### src/rtl/core/fbfl_pkg.sv
`timescale 1ns / 1ps
`default_nettype none
// ----------------------------------------------------------------------------
// fbfl_pkg
// types and constants shared by the block free list modules
// ----------------------------------------------------------------------------
package fbfl_pkg;

    localparam int MAX_BLOCKS = 1024;
    localparam int IDX_W      = 10;
    localparam int CNT_W      = 11;

    localparam logic [CNT_W-1:0] END_MARK = CNT_W'(MAX_BLOCKS);
    localparam logic [IDX_W-1:0] LAST_IDX = IDX_W'(MAX_BLOCKS - 1);

    typedef enum logic [1:0] {
        CMD_INIT  = 2'd0,
        CMD_ALLOC = 2'd1,
        CMD_FREE  = 2'd2,
        CMD_NOP   = 2'd3
    } t_cmd;

    typedef enum logic [1:0] {
        ST_OK    = 2'd0,
        ST_EMPTY = 2'd1,
        ST_RANGE = 2'd2
    } t_status;

    typedef enum logic [1:0] {
        S_SWEEP,
        S_IDLE,
        S_EXEC,
        S_DONE
    } t_state;

    typedef struct packed {
        logic             we;
        logic [IDX_W-1:0] waddr;
        logic [CNT_W-1:0] wdata;
        logic             re;
        logic [IDX_W-1:0] raddr;
    } t_mem_req;

    typedef struct packed {
        logic             granted;
        logic [IDX_W-1:0] block_index;
        logic [CNT_W-1:0] free_count;
        t_status          status;
    } t_result;

    function automatic logic [CNT_W-1:0] clamp_pool(input logic [CNT_W-1:0] n);
        logic [CNT_W-1:0] r;
        if (n == '0) begin
            r = CNT_W'(1);
        end else if (n > END_MARK) begin
            r = END_MARK;
        end else begin
            r = n;
        end
        return r;
    endfunction

endpackage
`default_nettype wire

### src/rtl/core/fbfl_ctrl.sv
`timescale 1ns / 1ps
`default_nettype none
// ----------------------------------------------------------------------------
// fbfl_ctrl
// command sequencer: head pointer, free counter and link memory sweep
// ----------------------------------------------------------------------------
module fbfl_ctrl
    import fbfl_pkg::*;
(
    input  wire logic             i_clk,
    input  wire logic             i_rst_n,
    input  wire logic             i_in_valid,
    output logic                  o_in_ready,
    input  wire t_cmd             i_cmd,
    input  wire logic [IDX_W-1:0] i_fidx,
    input  wire logic [CNT_W-1:0] i_num_blocks,
    input  wire logic             i_slot_free,
    output logic                  o_res_valid,
    output t_result               o_res,
    output t_mem_req              o_mem_req,
    input  wire logic [CNT_W-1:0] i_mem_rdata
);

    t_state           r_state, n_state;
    t_cmd             r_cmd, n_cmd;
    logic [IDX_W-1:0] r_fidx, n_fidx;
    logic [CNT_W-1:0] r_head, n_head;
    logic [CNT_W-1:0] r_cnt, n_cnt;
    logic [CNT_W-1:0] r_pool, n_pool;
    logic [IDX_W-1:0] r_sweep, n_sweep;
    logic             r_pend, n_pend;
    logic [CNT_W-1:0] sweep_next;

    assign sweep_next = {1'b0, r_sweep} + CNT_W'(1);

    always_ff @(posedge i_clk) begin
        if (!i_rst_n) begin
            r_state <= S_SWEEP;
            r_head  <= '0;
            r_cnt   <= END_MARK;
            r_pool  <= END_MARK;
            r_sweep <= '0;
            r_pend  <= 1'b0;
        end else begin
            r_state <= n_state;
            r_head  <= n_head;
            r_cnt   <= n_cnt;
            r_pool  <= n_pool;
            r_sweep <= n_sweep;
            r_pend  <= n_pend;
        end
    end

    always_ff @(posedge i_clk) begin
        r_cmd  <= n_cmd;
        r_fidx <= n_fidx;
    end

    always_comb begin
        n_state     = r_state;
        n_cmd       = r_cmd;
        n_fidx      = r_fidx;
        n_head      = r_head;
        n_cnt       = r_cnt;
        n_pool      = r_pool;
        n_sweep     = r_sweep;
        n_pend      = r_pend;
        o_in_ready  = 1'b0;
        o_res_valid = 1'b0;
        o_res       = '0;
        o_mem_req   = '0;
        unique case (r_state)
            S_IDLE: begin
                o_in_ready      = 1'b1;
                o_mem_req.raddr = r_head[IDX_W-1:0];
                if (i_in_valid) begin
                    n_cmd        = i_cmd;
                    n_fidx       = i_fidx;
                    o_mem_req.re = (i_cmd == CMD_ALLOC);
                    n_state      = S_EXEC;
                end
            end
            S_EXEC: begin
                if (r_cmd == CMD_INIT) begin
                    n_pool  = clamp_pool(i_num_blocks);
                    n_cnt   = clamp_pool(i_num_blocks);
                    n_sweep = '0;
                    n_pend  = 1'b1;
                    n_state = S_SWEEP;
                end else if (i_slot_free) begin
                    o_res_valid = 1'b1;
                    n_state     = S_IDLE;
                    unique case (r_cmd)
                        CMD_ALLOC: begin
                            if (r_cnt == '0 || r_head >= r_pool) begin
                                o_res.status = ST_EMPTY;
                            end else begin
                                o_res.granted     = 1'b1;
                                o_res.block_index = r_head[IDX_W-1:0];
                                n_head            = i_mem_rdata;
                                n_cnt             = r_cnt - CNT_W'(1);
                            end
                        end
                        CMD_FREE: begin
                            if ({1'b0, r_fidx} >= r_pool) begin
                                o_res.status = ST_RANGE;
                            end else begin
                                o_mem_req.we    = 1'b1;
                                o_mem_req.waddr = r_fidx;
                                o_mem_req.wdata = r_head;
                                n_head          = {1'b0, r_fidx};
                                if (r_cnt < r_pool) begin
                                    n_cnt = r_cnt + CNT_W'(1);
                                end
                            end
                        end
                        CMD_INIT, CMD_NOP: begin
                            o_res.status = ST_OK;
                        end
                        default: begin
                            o_res.status = ST_OK;
                        end
                    endcase
                    o_res.free_count = n_cnt;
                end
            end
            S_SWEEP: begin
                o_mem_req.we    = 1'b1;
                o_mem_req.waddr = r_sweep;
                o_mem_req.wdata = (sweep_next < r_pool) ? sweep_next : END_MARK;
                n_sweep         = r_sweep + IDX_W'(1);
                if (r_sweep == LAST_IDX) begin
                    n_head  = '0;
                    n_cnt   = r_pool;
                    n_state = r_pend ? S_DONE : S_IDLE;
                end
            end
            S_DONE: begin
                if (i_slot_free) begin
                    o_res_valid      = 1'b1;
                    o_res.free_count = r_cnt;
                    o_res.status     = ST_OK;
                    n_pend           = 1'b0;
                    n_state          = S_IDLE;
                end
            end
            default: begin
                n_state = S_IDLE;
            end
        endcase
    end

`ifndef SYNTHESIS
    a_cnt_le_pool: assert property (@(posedge i_clk) disable iff (!i_rst_n)
        r_cnt <= r_pool)
        else $error("free count above pool size");

    a_pool_range: assert property (@(posedge i_clk) disable iff (!i_rst_n)
        r_pool != '0 && r_pool <= END_MARK)
        else $error("pool size out of range");

    a_res_slot: assert property (@(posedge i_clk) disable iff (!i_rst_n)
        o_res_valid |-> i_slot_free)
        else $error("result produced while output slot occupied");

    a_grant_dec: assert property (@(posedge i_clk) disable iff (!i_rst_n)
        (o_res_valid && o_res.granted) |=> r_cnt == $past(r_cnt) - CNT_W'(1))
        else $error("grant did not decrement free count");

    a_no_accept_sweep: assert property (@(posedge i_clk) disable iff (!i_rst_n)
        (r_state == S_SWEEP) |-> !o_in_ready && !o_res_valid)
        else $error("activity during link memory sweep");
`endif

endmodule
`default_nettype wire

### config.mk
export PLATFORM = sky130hd
export DESIGN_NAME = fbfl_ctrl
export DESIGN_NICKNAME = d
export VERILOG_FILES = /design/src/rtl/core/fbfl_pkg.sv /design/src/rtl/core/fbfl_ctrl.sv
export SDC_FILE = /design/constraint.sdc
export NUM_CORES = 1
export LEC_CHECK = 0
export ABC_AREA = 0
export ABC_CLOCK_PERIOD_IN_PS = 2850
export BUFFER_PORTS_ARGS = -buffer_cell sky130_fd_sc_hd__buf_2
export CAP_MARGIN = 20
export CORE_MARGIN = 4
export CORE_UTILIZATION = 37
export CTS_BUF_LIST = sky130_fd_sc_hd__clkbuf_8
export DETAILED_ROUTE_END_ITERATION = 10
export PLACE_DENSITY_LB_ADDON = 0.3
export SYNTH_ARGS = -nofsm -noshare
export SYNTH_HDL_FRONTEND = slang
export SYNTH_SLANG_ARGS = --single-unit
### constraint.sdc
create_clock -name i_clk -period 2.85 [get_ports i_clk]
set_clock_uncertainty 0.05 [all_clocks]
set_input_delay 0.57 -clock i_clk [delete_from_list [all_inputs] [get_ports i_clk]]
set_output_delay 0.57 -clock i_clk [all_outputs]
set_load 0.1 [all_outputs]
==> results.ini, run 1 <==
[floorplanning]
start_util_pct = 38.3
core_um2 = 13400
die-area_um2 = 15800
num_io_pins = 97
placementRows = 42
die_h_um = 126
dieWidth_um = 126

[power]
p_sw_share_pct = 41.7
powerDensity_nw_per_um2 = 391
p_int_mw = 2.23
peakVddDrop_mv = 0.478
combPwrFrac_pct = 54.6
clkPwrFrac_pct = 21.2
power.switching_mw = 1.59
p_leak_nw = 4.11
p_seq_share_pct = 24.2

[synthesis]
ys.flop_type = dfxtp_1
synthCells = 682
synth_fp_nets = 772
synth-edff-count = 12
async_flop_share_pct = 0
ys_seq_elements = 58
synth_area_um2 = 5140
yosys_warnings = 0
ys_types = 71
synth-seq-area-share_pct = 24.9
syn_avg_cell_area_um2 = 7.53

[cts]
tritoncts = built
root_buffer = clkbuf_8
numCtsBuffers = 9
cts_sinks = 58
clkTransAtPathRegs_ps = 70
clk_path_buf_depth = 2
cts-htree-levels = 3
clk_latency_ps = 370

[global_route]
antenna_found_initial = 0
grt_start_max_net_pins = 32
grt_util_all_layers_pct = 29.9
grt_pass1_wl_mm = 37.0
grt_pass1_vias = 6484
gr-total-overflow = 0

[timing]
rsz0062_at_grt = yes
worst_slack_ps = -759
hold_viol = 0
fmax_mhz = 277
hold_ws_ps = 318
finalSetupTns_ps = -21130
finalMaxSlewViolations = 0
period_needed_ps = 3610
max_slew_margin_pct = 50.1
worst_pin_slew_ps = 744
setup_viol = 46
min_period_over_period_pct = 127

[run_status]
status = complete, but fails checks
violations = setup timing

[place]
io_buffers = 96
dp.cells = 1076
dp_hpwl_mm = 18.3
pre_cts_ws_ps = -581
gp_congestion = 1.01

[job]
drv_cap = 0

[routing]
routed_wirelength_mm = 25.3
vias = 6828
firstDrtPassIters = 5
drt_iter0_drc = 683
ant_nets = 0
vias_per_cell = 6.00
routedWlPerCell_um = 22.2
drc = 0

[worst_hold_path]
hold_class = in2reg

[worst_setup_path]
worst-endpoint-arrival_ps = 2990
cp_common_cell = o21ai_2
worstPathRequired_ps = 2230
end_kind = primary output
worstSetupPathType = reg2out
slowest_delay_ps = 350
cp_max_fo = 4
slowest_stage = dfxtp_2
cp_cell_sequence = inv_4 -> ha_1 -> a21oi_2 -> o21ai_2 -> o21ai_2 -> nand4_1 -> buf_4 -> nor4_4 -> o221ai_2 -> o211a_1 -> a31o_4 -> buf_12
start_kind = flip-flop

[cells_and_area]
antenna_cells = 0
final_cell_mix = 182 x buf_4, 72 x nand2_1, 52 x buf_12
fin_nets = 1047
stdcell_count = 1138
drive_above_1_share_pct = 54.8
layout.cells.most_common = buf_4
syn_to_final_growth_pct = 89.9

## layout make-up
cell class / count / area, µm²
Multi-Input combinational cell: 544 / 4870
Clock inverter: 5 / 47.5
Fill cell: 966 / 3650
Sequential cell: 58 / 1310
Tap cell: 176 / 220
Timing Repair Buffer: 309 / 3000
Inverter: 35 / 151
Clock buffer: 11 / 151
## Yosys cell counts (3+ instances only)
cell type	number	share of area, %
a211oi_1	3	0.44
a21o_1	4	0.58
a21oi_1	59	5.7
a22o_1	11	1.9
a2bb2oi_1	4	0.68
a31oi_1	13	1.6
a41o_1	5	0.97
and2_1	27	3.3
and3_1	4	0.49
and4_1	4	0.68
buf_2	12	1.2
clkbuf_1	29	2.1
dfxtp_1	46	18
edfxtp_1	12	7.0
ha_1	52	13
inv_1	34	2.5
mux2i_1	13	2.5
nand2_1	77	5.6
nand2b_1	7	0.85
nand3_1	31	3.0
nand3b_1	4	0.58
nand4_1	6	0.73
nor2_1	56	4.1
nor2b_1	7	0.85
nor3_1	15	1.5
nor3b_1	6	0.88
nor4_1	10	1.2
o211ai_1	4	0.58
o21ai_0	41	4.0
o21ai_1	7	0.68
o21bai_1	3	0.44
o22ai_1	4	0.49
o31ai_1	11	1.6
o32ai_1	4	0.68
o41ai_1	5	0.85
xnor2_1	3	0.51
xor2_1	6	1.0
## through the flow
stage / utilization (%) / total power, mW / area, µm²
after floorplan: - / 1.89 / 5700
after global placement: 60.9 / 2.56 / 8160
after detailed placement: 60.9 / 2.57 / 8160
after CTS: 69.2 / 3.67 / 9270
after global routing: 72.8 / 3.96 / 9750
final: 72.8 / 3.82 / 9750
## what timing repair did
item                       CTS  global route
hold buffers                 0             0
setup endpoints to repair   60            54
pin swaps                   64            57
buffers inserted            26            21
gates cloned                 4             0
gates resized for setup    146            64
## state kept, by name, indices dropped and copies added, names as in the netlist
register and cells:
r_cmd 2, r_cnt 11, r_pool 11, r_head 11
r_fidx 10, r_pend 1, r_sweep 10, r_state 2
## per-layer routing
metal | share of wire [%] | global-route usage [%] | routed length (µm) | up-vias
li1 | - | - | - | 3049
met1 | 41 | 41.0 | 10300 | 3296
met2 | 46 | 46.6 | 11600 | 420
met3 | 11 | 8.21 | 2730 | 63
met4 | 2.7 | 7.76 | 683 | 0
met5 | 0 | 0 | 0 | -
## cell families (layout without fill, tap and decap cells)
logic type / count (synthesis) / count (layout) / synth area share (%)
fa+ha+maj: 52 / 52 / 12.7
flops: 58 / 58 / 24.9
xor+xnor: 9 / 9 / 1.53
buf+inv: 81 / 360 / 6.41
simple gates: 267 / 268 / 26.3
mux: 14 / 14 / 2.75
compound gates: 201 / 201 / 25.4
## worst paths after layout
check | slack, ps | start | end | cells after the start
setup reg to reg | 50 | r_pool[4] | r_cnt[6] | 15
hold reg to reg | 430 | r_pend | r_pend | 2
hold / removal | 320 | i_fidx[3] | r_fidx[3] | 1
setup / recovery | -760 | r_pool[4] | o_res[12] | 12
## power by group through the flow
stage               sequential [mW]  clock [mW]  combinational, mW
global placement              0.933           0               1.63
global route                  0.930       0.852               2.18
finish                        0.925       0.810               2.08
CTS                           0.922       0.818               1.94
floorplan                     0.933           0              0.961
detailed placement            0.934           0               1.64
## critical path: cells and delay by family (launching register included)
kind,cells,cell delay (ps)
and+or+nand+nor,2,450
buffers and inverters,3,410
adders and majority gates,1,350
DFF,1,350
AOI/OAI and AO/OA,6,1060
(Power assumes the default switching activity.)
==> inputs of run 2 (changes only) <==
--- a/config.mk
+++ b/config.mk
@@ -6,7 +6,7 @@
 export NUM_CORES = 1
 export LEC_CHECK = 0
 export ABC_AREA = 0
-export ABC_CLOCK_PERIOD_IN_PS = 2850
+export ABC_CLOCK_PERIOD_IN_PS = 4700
 export BUFFER_PORTS_ARGS = -buffer_cell sky130_fd_sc_hd__buf_2
 export CAP_MARGIN = 20
 export CORE_MARGIN = 4
==> constraint.sdc (replaced) <==
create_clock -name i_clk -period 4.7 [get_ports i_clk]
set_clock_uncertainty 0.05 [all_clocks]
set_input_delay 0.94 -clock i_clk [delete_from_list [all_inputs] [get_ports i_clk]]
set_output_delay 0.94 -clock i_clk [all_outputs]
set_load 0.1 [all_outputs]
==> results.ini, run 2 (same netlist as run 1, synthesis figures left out) <==
[run_status]
status = completed

[cts]
tritoncts = built
cts_sinks = 58  ; unchanged
root_buffer = clkbuf_8
cts-htree-levels = 3  ; unchanged
clk_latency_ps = 360  ; about the same
clkTransAtPathRegs_ps = 70  ; about the same
clk_path_buf_depth = 2  ; unchanged
hold_buffers = 0  ; unchanged
cts_setup_buffers = 0  ; -100%
cts.repair.resized = 0  ; -100%
numCtsBuffers = 9  ; unchanged

[cells_and_area]
drive_above_1_share_pct = 18.8  ; -36 points
antenna_cells = 0  ; unchanged
largest_registers = r_cnt (11), r_head (11), r_pool (11)
fin_nets = 852  ; -19%
layout.cells.most_common = nand2_1
num-fill-cells = 1337  ; +38%
final_area_um2 = 6310  ; -35%
syn_to_final_growth_pct = 22.9
multi_input_area_um2 = 3540  ; -27%
final_cell_mix = 77 x nand2_1, 73 x buf_2, 59 x a21oi_1
area.sequential_um2 = 1280  ; -2.5%

[routing]
vias = 5506  ; -19%
vias_per_cell = 5.84  ; -2.7%
drc = 0  ; unchanged
routedWlPerCell_um = 19.8  ; -11%
routed_wirelength_mm = 18.6  ; -26%
ant_nets = 0  ; unchanged
drt_iter0_drc = 718  ; +5.1%
firstDrtPassIters = 5  ; unchanged

[timing]
worst_pin_slew_ps = 734  ; -9.14 ps
min_period_over_period_pct = 95.9
finalMaxSlewViolations = 0  ; unchanged
fmax_mhz = 222
rsz0062_at_grt = yes
period_needed_ps = 4500
hold_ws_ps = 411  ; +92.0 ps
setup_viol = 0  ; -100%
hold_viol = 0  ; unchanged
max_slew_margin_pct = 50.7  ; +0.61 points

[worst_setup_path]
worst-endpoint-arrival_ps = 3510  ; +520 ps
r2r_cells = 9  ; -6
start_kind = flip-flop
regToRegSetupSlack_ps = 1610  ; +1560 ps
slowest_stage = dfxtp_1
end_kind = primary output
slowest_delay_ps = 470  ; +120 ps
crit_start = r_sweep[0]
reg2reg_from = r_sweep[0]
cp_max_fo = 8  ; +4
cp_common_cell = ha_1
reg2reg_to = r_cnt[5]
critical_path.top_delay_family = compound AO/OA/AOI/OAI gates
worstSetupPathType = reg2out
worstPathRequired_ps = 3710  ; +1480 ps
cp_cell_sequence = ha_1 -> nand3_4 -> nor3_1 -> xnor2_1 -> inv_1 -> ha_1 -> a211oi_1 -> a221o_1 -> nand3_1 -> o21ai_0 -> buf_12
critPathBufInv = 2  ; -1

[worst_hold_path]
min_path_cells = 2  ; +1
min-delay-start = r_pool[7]
hold_class = reg2reg
min_to = r_pool[7]

[place]
gp_congestion = 0.969  ; -4.1%
dp_hpwl_mm = 14.3  ; -22%
io_buffers = 96  ; unchanged
placed_area_um2 = 6110  ; -25%

[job]
drv_cap = 0  ; unchanged

[floorplanning]
start_util_pct = 38.3  ; unchanged
die-area_um2 = 15800  ; unchanged
placementRows = 42  ; unchanged
num_io_pins = 97  ; unchanged
core_um2 = 13400  ; unchanged
dieWidth_um = 126  ; unchanged
die_h_um = 126  ; unchanged

[global_route]
grt_pass1_vias = 5060  ; -22%
antenna_found_initial = 0  ; unchanged
grt_util_all_layers_pct = 22.9  ; -6.9 points
gr-total-overflow = 0  ; unchanged
grt_start_max_net_pins = 31  ; -3.1%
grt_pass1_wl_mm = 28.7  ; -22%

[power]
powerDensity_nw_per_um2 = 285  ; -27%
peakVddDrop_mv = 0.132  ; -72%
p_leak_nw = 2.68  ; -35%

[run 2: cell types whose count changed in the layout (fill, tap and decap cells not counted), sizes merged]
cell | before | now
inv | 38 | 37
buf | 308 | 114
nor2 | 58 | 57
clkinv | 1 | 2
clkbuf | 12 | 11
clkinvlp | 0 | 1
[run 2: how the worst max path moves through the flow]
stage / to / slack [ps] / cells after the start
final: o_mem_req[11] / 200 / 11
after global routing: o_mem_req[11] / -30 / 11
after CTS: o_res[11] / 160 / 10
after detailed placement: o_res[11] / 560 / 10
after global placement: o_res[11] / 600 / 10
after floorplan: o_mem_req[11] / -560 / 10
[run 2: where the power goes]
group / internal (mW) / leakage [nW] / switching [mW]
sequential: 0.531 / 0.480 / 0.0382
clock: 0.256 / 0.105 / 0.231
combinational: 0.237 / 2.10 / 0.507
[run 2: worst reg2reg max path, delay by kind of cell, from the launching register on]
family / cells / cell delay (ps)
and+or+nand+nor: 5 / 1410
AOI/OAI and AO/OA: 3 / 760
DFF: 1 / 470
adders and majority gates: 1 / 340
[run 2: layout make-up]
| type | instances | share of cell area [%] |
|---|---|---|
| multi-input cells | 543 | 56.1 |
| flip-flops and latches | 58 | 20.3 |
| repair buffers | 115 | 14.9 |
| well taps | 176 | 3.49 |
| clock buffers | 10 | 2.18 |
| inverters | 35 | 2.08 |
| clock inverters | 6 | 0.931 |
[run 2: through the flow]
step / TNS, ps / cells / util, % / setup WS, ps / total power [mW]
after floorplan: -3350 / 682 / - / -558 / 1.08
after global placement: 0 / 927 / 45.6 / 598 / 1.31
after detailed placement: 0 / 927 / 45.6 / 557 / 1.31
after CTS: 0 / 943 / 47.1 / 157 / 1.79
after global routing: -62.2 / 943 / 47.1 / -27.0 / 1.87
final: 0 / 943 / 47.1 / 195 / 1.80
[run 2: routing by layer]
metal | part of all wire (%) | GRT usage [%] | vias up
li1 | - | - | 2659
met1 | 44 | 32.3 | 2541
met2 | 44 | 34.2 | 261
met3 | 9.2 | 5.04 | 45
met4 | 3.2 | 8.96 | 0
met5 | 0 | 0 | -
